==> src/hw/rtl/mmh3_pkg.sv <==
// Shared constants, command and status types for the MurmurHash3 x86_32 engine.
// No dependencies; imported by the controller, the datapath and the top level.
`timescale 1ns / 1ps

package mmh3_pkg;

  localparam logic [31:0] MixC1    = 32'hCC9E2D51;
  localparam logic [31:0] MixC2    = 32'h1B873593;
  localparam logic [31:0] FoldAdd  = 32'hE6546B64;
  localparam logic [31:0] FinM1    = 32'h85EBCA6B;
  localparam logic [31:0] FinM2    = 32'hC2B2AE35;
  localparam logic [31:0] SeedRst  = 32'd7;
  localparam logic [2:0]  FullWord = 3'd4;

  // One-cycle commands from the controller to the datapath.
  typedef struct packed {
    logic load;   // capture input transaction
    logic mix1;   // k = word * C1
    logic mix2;   // k = rotl(k, 15) * C2
    logic fold;   // fold k into the hash, xor length on the last word
    logic fin1;   // h = (h ^ h >> 16) * M1
    logic fin2;   // h = (h ^ h >> 13) * M2
    logic emit;   // h ^ h >> 16 into the output register, close the key
  } mmh3_cmd_t;

  typedef struct packed {
    logic is_last;   // captured word ends the key
    logic out_free;  // output register can take a result this cycle
  } mmh3_status_t;

endpackage

==> src/hw/rtl/mmh3_ctrl.sv <==
// Sequencing state machine for the MurmurHash3 engine.
// Depends on mmh3_pkg for the command and status structs.
`timescale 1ns / 1ps

module mmh3_ctrl
  import mmh3_pkg::*;
(
  input  logic         clk_i,
  input  logic         rst_ni,
  input  logic         in_valid_i,
  output logic         in_ready_o,
  input  mmh3_status_t status_i,
  output mmh3_cmd_t    cmd_o
);

  typedef enum logic [6:0] {
    S_IDLE = 7'b0000001,
    S_MIX1 = 7'b0000010,
    S_MIX2 = 7'b0000100,
    S_FOLD = 7'b0001000,
    S_FIN1 = 7'b0010000,
    S_FIN2 = 7'b0100000,
    S_EMIT = 7'b1000000
  } state_e;

  state_e state_q, state_d;

  always_comb begin
    state_d    = state_q;
    cmd_o      = '0;
    in_ready_o = 1'b0;
    case (state_q)
      S_IDLE: begin
        in_ready_o = 1'b1;
        if (in_valid_i) begin
          cmd_o.load = 1'b1;
          state_d    = S_MIX1;
        end
      end
      S_MIX1: begin
        cmd_o.mix1 = 1'b1;
        state_d    = S_MIX2;
      end
      S_MIX2: begin
        cmd_o.mix2 = 1'b1;
        state_d    = S_FOLD;
      end
      S_FOLD: begin
        cmd_o.fold = 1'b1;
        state_d    = status_i.is_last ? S_FIN1 : S_IDLE;
      end
      S_FIN1: begin
        cmd_o.fin1 = 1'b1;
        state_d    = S_FIN2;
      end
      S_FIN2: begin
        cmd_o.fin2 = 1'b1;
        state_d    = S_EMIT;
      end
      S_EMIT: begin
        // hold until the previous result has been taken
        if (status_i.out_free) begin
          cmd_o.emit = 1'b1;
          state_d    = S_IDLE;
        end
      end
      default: state_d = S_IDLE;
    endcase
  end

  always_ff @(posedge clk_i or negedge rst_ni) begin
    if (!rst_ni) begin
      state_q <= S_IDLE;
    end else begin
      state_q <= state_d;
    end
  end

endmodule

==> src/hw/rtl/mmh3_datapath.sv <==
// Datapath for the MurmurHash3 engine: seed, running hash, length, one shared
// 32x32 multiplier and the output register. Depends on mmh3_pkg.
`timescale 1ns / 1ps

module mmh3_datapath
  import mmh3_pkg::*;
(
  input  logic         clk_i,
  input  logic         rst_ni,
  input  logic         cfg_we_i,
  input  logic [31:0]  cfg_wdata_i,
  input  logic [31:0]  data_word_i,
  input  logic [2:0]   byte_count_i,
  input  logic         last_i,
  input  mmh3_cmd_t    cmd_i,
  output mmh3_status_t status_o,
  output logic         out_valid_o,
  input  logic         out_ready_i,
  output logic [31:0]  hash_value_o
);

  logic [31:0] seed_q;
  logic [31:0] hash_q, hash_d;
  logic [31:0] total_q;
  logic        mid_key_q;
  logic [31:0] word_q;
  logic [31:0] k_q;
  logic [2:0]  count_q;
  logic        last_q;
  logic        out_valid_q;
  logic [31:0] result_q;

  logic [2:0]  count_eff;
  logic [31:0] byte_mask;
  logic [31:0] mul_a, mul_b, mul_p;
  logic [31:0] fold_x, fold_r, fold_v;
  logic [31:0] tail_h;

  // Clamp the byte count; a word that is not last is always full.
  always_comb begin
    if (!last_i || byte_count_i > FullWord) begin
      count_eff = FullWord;
    end else begin
      count_eff = byte_count_i;
    end
    case (count_eff)
      3'd0:    byte_mask = 32'h0000_0000;
      3'd1:    byte_mask = 32'h0000_00FF;
      3'd2:    byte_mask = 32'h0000_FFFF;
      3'd3:    byte_mask = 32'h00FF_FFFF;
      default: byte_mask = 32'hFFFF_FFFF;
    endcase
  end

  // Shared multiplier, low 32 bits of the product.
  always_comb begin
    if (cmd_i.mix2) begin
      mul_a = {k_q[16:0], k_q[31:17]};
      mul_b = MixC2;
    end else if (cmd_i.fin1) begin
      mul_a = hash_q ^ {16'd0, hash_q[31:16]};
      mul_b = FinM1;
    end else if (cmd_i.fin2) begin
      mul_a = hash_q ^ {13'd0, hash_q[31:13]};
      mul_b = FinM2;
    end else begin
      mul_a = word_q;
      mul_b = MixC1;
    end
  end

  assign mul_p = mul_a * mul_b;

  assign fold_x = hash_q ^ k_q;
  assign fold_r = {fold_x[18:0], fold_x[31:19]};
  assign fold_v = fold_r + {fold_r[29:0], 2'b00} + FoldAdd;

  always_comb begin
    if (count_q == FullWord) begin
      tail_h = fold_v;
    end else if (count_q != 3'd0) begin
      tail_h = hash_q ^ k_q;
    end else begin
      tail_h = hash_q;
    end
  end

  always_comb begin
    hash_d = hash_q;
    if (cmd_i.load) begin
      hash_d = mid_key_q ? hash_q : seed_q;
    end else if (cmd_i.fold) begin
      hash_d = last_q ? (tail_h ^ total_q) : fold_v;
    end else if (cmd_i.fin1 || cmd_i.fin2) begin
      hash_d = mul_p;
    end
  end

  always_ff @(posedge clk_i or negedge rst_ni) begin
    if (!rst_ni) begin
      seed_q      <= SeedRst;
      hash_q      <= SeedRst;
      total_q     <= '0;
      mid_key_q   <= 1'b0;
      last_q      <= 1'b0;
      out_valid_q <= 1'b0;
    end else begin
      if (cfg_we_i) begin
        seed_q <= cfg_wdata_i;
      end
      hash_q <= hash_d;
      if (cmd_i.load) begin
        last_q  <= last_i;
        total_q <= total_q + {29'd0, count_eff};
      end
      if (cmd_i.fold && !last_q) begin
        mid_key_q <= 1'b1;
      end
      if (cmd_i.emit) begin
        mid_key_q <= 1'b0;
        total_q   <= '0;
      end
      if (cmd_i.emit) begin
        out_valid_q <= 1'b1;
      end else if (out_ready_i) begin
        out_valid_q <= 1'b0;
      end
    end
  end

  always_ff @(posedge clk_i) begin
    if (cmd_i.load) begin
      word_q  <= data_word_i & byte_mask;
      count_q <= count_eff;
    end
    if (cmd_i.mix1 || cmd_i.mix2) begin
      k_q <= mul_p;
    end
    if (cmd_i.emit) begin
      result_q <= hash_q ^ {16'd0, hash_q[31:16]};
    end
  end

  assign status_o.is_last  = last_q;
  assign status_o.out_free = !out_valid_q || out_ready_i;
  assign out_valid_o       = out_valid_q;
  assign hash_value_o      = result_q;

endmodule

==> src/hw/rtl/murmur3_32_hash.sv <==
// MurmurHash3 x86_32 engine, one 32-bit key word per input transaction.
// A word that is not last passes the mix1, mix2 and fold states before ready
// returns; a last word then passes fin1, fin2 and emit, which waits for a free
// output register, before its hash is registered. No new word is taken until
// the last one is through, as the single shared multiplier is used in sequence.
// Reset (async, active low) loads the seed with 7, clears the length and the
// key-in-progress flag, and empties the output register.
`timescale 1ns / 1ps

module murmur3_32_hash
  import mmh3_pkg::*;
(
  input  logic        clk_i,
  input  logic        rst_ni,
  input  logic        cfg_we_i,
  input  logic [31:0] cfg_wdata_i,
  input  logic        in_valid_i,
  output logic        in_ready_o,
  input  logic [31:0] data_word_i,
  input  logic [2:0]  byte_count_i,
  input  logic        last_i,
  output logic        out_valid_o,
  input  logic        out_ready_i,
  output logic [31:0] hash_value_o
);

  mmh3_cmd_t    cmd;
  mmh3_status_t status;

  mmh3_ctrl u_ctrl (
    .clk_i      (clk_i),
    .rst_ni     (rst_ni),
    .in_valid_i (in_valid_i),
    .in_ready_o (in_ready_o),
    .status_i   (status),
    .cmd_o      (cmd)
  );

  mmh3_datapath u_datapath (
    .clk_i        (clk_i),
    .rst_ni       (rst_ni),
    .cfg_we_i     (cfg_we_i),
    .cfg_wdata_i  (cfg_wdata_i),
    .data_word_i  (data_word_i),
    .byte_count_i (byte_count_i),
    .last_i       (last_i),
    .cmd_i        (cmd),
    .status_o     (status),
    .out_valid_o  (out_valid_o),
    .out_ready_i  (out_ready_i),
    .hash_value_o (hash_value_o)
  );

endmodule
==> config.mk <==
export PLATFORM = sky130hd
export DESIGN_NAME = murmur3_32_hash
export DESIGN_NICKNAME = d
export VERILOG_FILES = /design/src/hw/rtl/mmh3_pkg.sv /design/src/hw/rtl/mmh3_ctrl.sv /design/src/hw/rtl/mmh3_datapath.sv /design/src/hw/rtl/murmur3_32_hash.sv
export SDC_FILE = /design/constraint.sdc
export NUM_CORES = 2
export LEC_CHECK = 0
export BUFFER_PORTS_ARGS = -buffer_cell sky130_fd_sc_hd__buf_2
export CORE_ASPECT_RATIO = 1.1
export CORE_MARGIN = 1
export CORE_UTILIZATION = 34
export CTS_CLUSTER_SIZE = 30
export DETAILED_ROUTE_END_ITERATION = 7
export PLACE_DENSITY_LB_ADDON = 0.2
export SYNTH_ARGS = -nofsm -noshare
export SYNTH_HDL_FRONTEND = slang
export SYNTH_SLANG_ARGS = --single-unit
==> constraint.sdc <==
create_clock -name clk_i -period 10.95 [get_ports clk_i]
set_input_delay 3.285 -clock clk_i [delete_from_list [all_inputs] [get_ports clk_i]]
set_output_delay 3.285 -clock clk_i [all_outputs]
set_load 0.005 [all_outputs]
# Word-level counts from Yosys, hierarchy flattened
# Index checks and enable logic that the tools add are counted.
[word_totals]
regBits = 205
in_bits = 73
out_inout_bits = 34
[op_classes]
addsub = 3
multipliers = 1
n_lt_le_gt_ge = 1
n_eq_ne = 14
mux = 35
bitwise = 5
n_reduce_logical = 16
[op_table]
columns = ["op", "n"]
rows = [
  ["$mux 32", 14],
  ["$pmux 32 s4", 1],
  ["$xor 32x32->32", 2],
  ["$pmux 7 s7", 1],
  ["$add 32x3->32", 1],
  ["$add 32x32->32", 1],
  ["$add 32x32->32 const B", 1],
  ["$and 32x32->32", 1],
  ["$mul 32x32->32", 1],
  ["$xor 32x16->32", 1],
  ["$xor 32x19->32", 1],
  ["$mux 28", 1],
  ["$mux 1", 14],
  ["$mux 7", 2],
  ["$eq 7x1->1 const B", 1],
  ["$eq 7x2->1 const B", 1],
  ["$eq 7x3->1 const B", 1],
  ["$eq 7x4->1 const B", 1],
  ["$eq 7x5->1 const B", 1],
  ["$eq 7x6->1 const B", 1],
  ["$eq 7x7->1 const B", 1],
  ["$eq 3x2->1 const B", 2],
  ["$ne 2x2->1 const B", 3],
  ["$reduce_bool 2->1", 3],
  ["11 further kinds", 18],
]

# Longest topological paths before layout
[depth]
depth_word = 9
depth_mapped = 39
mapped_depth_nobuf = 36

# Modules after synthesis
# From an unflattened synthesis, not the netlist that was laid out.
[unflattened]
cells_unflattened = 3014
area_unflattened_um2 = 27908.0
[modules_own_cells]
columns = ["mod", "n_inst", "cells_per_inst", "area_each_um2", "seq_area_each_um2"]
rows = [
  ["mmh3_datapath", 1, 2968, 27457.6, 5457.7],
  ["mmh3_ctrl", 1, 46, 450.4, 176.4],
]

# Worst setup path before layout
# OpenSTA, ideal clock, no wires.
[synth_timing]
kind = "register to register"
start = "register u_ctrl.state_q[3]"
end = "register u_datapath.k_q[31], data pin"
arrival_time_ps = 8557
t_required_ps = 10676
slack_ps = 2119
stages_incl_launch_ff = 33
path_buffers = 3
period_less_slack_ps = 8831
path_cell_list = "dfrtp_1 > or3_4 > or3_4 > buf_6 > buf_6 > clkbuf_1 > nor2_1 > a211oi_1 > a21oi_1 > inv_1 > nor2_1 > inv_1 > fa_1 > inv_1 > fa_1 > fa_1 > inv_1 > fa_1 > inv_1 > fa_1 > fa_1 > fa_1 > fa_1 > ha_1 > a21o_1 > a21o_1 > a21o_1 > and2_1 > o41a_1 > a31oi_1 > o22ai_1 > o41ai_1 > xnor3_2"
[synth_via]
elab_chain_cells = 6
word_cells_on_any_way = 13
classes_between = "mul: 1; eq/ne: 3; mux: 9"
[synth_rtl]
columns = ["element", "line", "source"]
rows = [
  ["from (decl)", "mmh3_ctrl.sv:26", "state_e state_q, state_d;"],
  ["from (signal assigned)", "mmh3_ctrl.sv:75", "state_q <= state_d;"],
  ["$eq 7x6->1", "mmh3_ctrl.sv:32", "case (state_q)"],
  ["$mux 1", "mmh3_ctrl.sv:32", ""],
  ["$mux 32 or $mux 28 (tied branches)", "mmh3_datapath.sv:63", "end else if (cmd_i.fin2) begin"],
  ["$mux 32", "mmh3_datapath.sv:60", "end else if (cmd_i.fin1) begin"],
  ["$mux 32", "mmh3_datapath.sv:57", "if (cmd_i.mix2) begin"],
  ["$mul 32x32->32 *", "mmh3_datapath.sv:72", "assign mul_p = mul_a * mul_b;"],
  ["named net u_datapath.mul_p[31]", "mmh3_datapath.sv:35", "logic [31:0] mul_a, mul_b, mul_p;"],
  ["to (signal assigned)", "mmh3_datapath.sv:137", "k_q <= mul_p;"],
  ["to (decl)", "mmh3_datapath.sv:27", "logic [31:0] k_q;"],
]
# The timed path passes the listed nets; every way through them passes the cells marked *.
# A chain may end at the register's enable or synchronous reset.

# Worst setup path after layout
[layout_timing]
start = "register u_ctrl.state_q[3]"
end = "register u_datapath.hash_q[31]"
[layout_via]
elab_chain_cells = 9
word_cells_on_any_way = 24
classes_between = "mul: 1; eq/ne: 6; mux: 14; reduce/logical: 3"
[layout_rtl]
columns = ["element", "line", "source"]
rows = [
  ["$eq 7x6->1", "mmh3_ctrl.sv:32", ""],
  ["$mux 1", "mmh3_ctrl.sv:32", ""],
  ["$mux 32 or $mux 28 (tied branches)", "mmh3_datapath.sv:63", ""],
  ["$mux 32", "mmh3_datapath.sv:60", ""],
  ["$mux 32", "mmh3_datapath.sv:57", ""],
  ["$mul 32x32->32 *", "mmh3_datapath.sv:72", ""],
  ["named net u_datapath.mul_p[31]", "mmh3_datapath.sv:35", ""],
  ["$mux 32 *", "mmh3_datapath.sv:94", "end else if (cmd_i.fin1 || cmd_i.fin2) begin"],
  ["$mux 32 *", "mmh3_datapath.sv:92", "end else if (cmd_i.fold) begin"],
  ["$mux 32 *", "mmh3_datapath.sv:90", "if (cmd_i.load) begin"],
  ["to (signal assigned)", "mmh3_datapath.sv:102", "hash_q <= SeedRst;"],
  ["to (signal assigned)", "mmh3_datapath.sv:111", "hash_q <= hash_d;"],
  ["to (decl)", "mmh3_datapath.sv:23", "logic [31:0] hash_q, hash_d;"],
]
# The timed path passes the listed nets; every way through them passes the cells marked *. The select of a mux whose other input is x is not followed.

==> results.py <==
metrics = {
    "outcome": {
        "status": "finished with violations",
        "failed_checks": "DRC",
    },
    "floorplan": {
        "dieArea_um2": 82700,
        "io_pins": 107,
        "core_area_um2": 80600,
        "rows": 109,
        "initial_utilization_pct": 34.4,
        "die_x_um": 274,
        "die_y_um": 302,
    },
    "yosys": {
        "netlist_area_um2": 27700,
        "synthTopCellsByArea": "fa_1, edfxtp_1, dfrtp_1, ha_1, inv_1",
        "syn_area_per_cell_um2": 9.17,
        "yosys-top-cells-count": "inv_1, fa_1, nand2_1, nor2_1, ha_1",
        "yosys.area.top_type_share_pct": 28.7,
        "synth_nets": 3687,
        "async_flop_share_pct": 51.7,
        "synth-edff-count": 99,
        "yosysTopAreaCell": "fa_1",
        "yosysMostFrequentCell": "inv_1",
        "synthCells": 3025,
        "yosys_warnings": 0,
        "ys_seq_area_share_pct": 20.3,
        "yosys_register_bits": 205,
        "ys.flop_type": "edfxtp_1",
        "yosysUniqueCellTypes": 86,
    },
    "route": {
        "totalWireLength_um": 116000,
        "drc_errors": 6,
        "num_vias": 22300,
        "wl_per_cell_um": 27.9,
        "vias_per_cell": 5.38,
        "drt.antenna.violating_nets": 0,
        "drt_iter0_drc": 2454,
        "drt-pass1-iter-count": 8,
    },
    "worst_hold_path": {
        "hold_class": "flop to flop",
        "hp-start": "u_datapath.seed_q[26]",
    },
    "clocking": {
        "root_buffer": "clkbuf_16",
        "cts_tree": "done",
        "clk_pin_slew_ns": 0.06,
        "cts_setup_buffers": 0,
        "cts_made_buffers": 26,
        "clkLatencyLatePin_ns": 0.63,
        "htreeDepth": 1,
        "cts_sinks": 205,
        "cts.repair.resized": 0,
        "cts_max_path_buffers": 3,
        "cts_hold_buf": 0,
    },
    "timing": {
        "max_freq_mhz": 99.2,
        "fin_crit_sh_pct": 92.1,
        "maxSlewHeadroom_pct": 14.4,
        "setup_viol": 0,
        "hold_violations": 0,
        "rsz0062_at_grt": "no",
        "worst_pin_slew_ns": 1.28,
        "slew_viol_final": 0,
        "fin_setup_tns_ns": 0,
        "skew_ns": 0.0694,
        "post-route-min-period_ns": 10.08,
    },
    "worst_setup_path": {
        "crit_fanout": 30,
        "crit_slowest_cell": "or3_4",
        "crit_type": "flop to flop",
        "crit_required_ns": 11.37,
        "end_kind": "flop",
        "r2r_start": "u_ctrl.state_q[3]",
        "arrival_ns": 10.50,
        "cp-start-kind": "flop",
        "critical-path-max-stage-delay_ns": 0.62,
        "worstSetupStartpoint": "u_ctrl.state_q[3]",
    },
    "job": {
        "max-cap-violations": 0,
    },
    "place": {
        "gp_congestion": 0.997,
        "port_buffers": 106,
        "place_hpwl_um": 96900,
    },
    "cells_and_area": {
        "drive_above_1_share_pct": 9.59,
        "area_delta_synth_final_pct": 9.74,
        "nNetsFinal": 3738,
        "fillers": 8195,
    },
    "global_route": {
        "antenna_found_initial": 2,
        "grt_pass1_wl_um": 164000,
        "overflow": 0,
        "grt_pass1_vias": 22400,
        "grt.total_usage_pct": 28.3,
        "grt_max_degree": 64,
    },
}
[layout by cell type, fill, tap and decap left out, types with 43 or more instances in the layout]
| cell | Yosys | final |
|---|---|---|
| buf_2 | 9 | 105 |
| xor2_1 | 71 | 71 |
| a21oi_1 | 137 | 137 |
| dfrtp_1 | 99 | 99 |
| nor2_1 | 221 | 219 |
| xnor2_1 | 124 | 124 |
| ha_1 | 192 | 192 |
| nand3_1 | 50 | 49 |
| o21ai_0 | 158 | 158 |
| a21o_1 | 43 | 43 |
| fa_1 | 397 | 397 |
| edfxtp_1 | 99 | 99 |
| buf_4 | 0 | 55 |
| inv_1 | 597 | 595 |
| nand2_1 | 248 | 247 |
[registers in the layout, summed over array words and instances, names as in the netlist]
signal and flops:
u_datapath.mid_key_q 1, u_datapath.last_q 1, u_datapath.word_q 32, u_datapath.count_q 3
u_datapath.seed_q 32, u_datapath.out_valid_o 1, u_datapath.hash_value_o 32, u_ctrl.state_q 7
u_datapath.hash_q 32, u_datapath.total_q 32, u_datapath.k_q 32
[per-layer routing]
| metal | vias up | track usage, % | share of wire, % |
|---|---|---|---|
| li1 | 9795 | - | - |
| met1 | 11300 | 38.7 | 42 |
| met2 | 1016 | 44.3 | 45 |
| met3 | 211 | 4.44 | 7.9 |
| met4 | 4 | 12.2 | 4.9 |
| met5 | - | 0 | 0.023 |
[layout make-up]
cell class                      count  area (um2)  share of cell area, %
Multi-Input combinational cell   2083       19300                   63.6
Sequential cell                   205        5630                   18.5
Inverter                          600        2250                   7.40
Tap cell                         1054        1320                   4.33
Timing Repair Buffer              160         938                   3.08
Clock buffer                       37         817                   2.68
Clock inverter                     11         119                  0.391
Antenna cell                        2        5.00                 0.0164
[logic make-up (layout without fill, tap and decap cells)]
logic type      after synthesis  in the layout  synth area share (%)
fa+ha+maj                   589            589                  37.3
flops                       205            205                  20.3
compound gates              526            526                  11.9
mux                          52             52                  2.03
buf+inv                     737            808                  10.1
simple gates                715            715                  11.7
other cells                   1              3                0.0135
xor+xnor                    200            200                  6.55
[path summary, 6_finish.rpt]
kind	endpoint	slack [ns]	cells past startpoint
min reg2reg	u_datapath.seed_q[26]	0.50	1
min	u_datapath.seed_q[26]	0.50	1
max	u_datapath.hash_q[31]	0.87	32
max in group asynchronous	u_datapath.hash_q[31]	6.85	2
max reg2reg	u_datapath.hash_q[31]	0.87	32
min in group asynchronous	u_datapath.hash_q[8]	2.67	1
[through the flow]
| step | cell area [um2] | setup slack, ns | utilization [%] | hold WS [ns] | std cells |
|---|---|---|---|---|---|
| floorplan | 27700 | 2.12 | - | 0.423 | 3025 |
| global placement | 29500 | 0.974 | 36.6 | 0.486 | 4102 |
| detailed placement | 29500 | 0.976 | 36.6 | 0.494 | 4102 |
| CTS | 30400 | 0.942 | 37.7 | 0.508 | 4150 |
| global route | 30400 | 0.366 | 37.7 | 0.530 | 4150 |
| finish | 30400 | 0.869 | 37.8 | 0.503 | 4152 |
[worst max-delay path, delay by kind of cell, from the launching register on]
kind / cells / cell delay, ns
flip-flops: 1 / 0.46
buffers and inverters: 6 / 0.87
AND/OR/NAND/NOR: 8 / 2.82
adder cells (fa/ha/maj): 9 / 3.39
AO/OA/AOI/OAI: 8 / 2.03
XOR/XNOR: 1 / 0.33
Power is not shown: default switching activity piles up to over one toggle a cycle in this logic, so the estimate is an artifact.
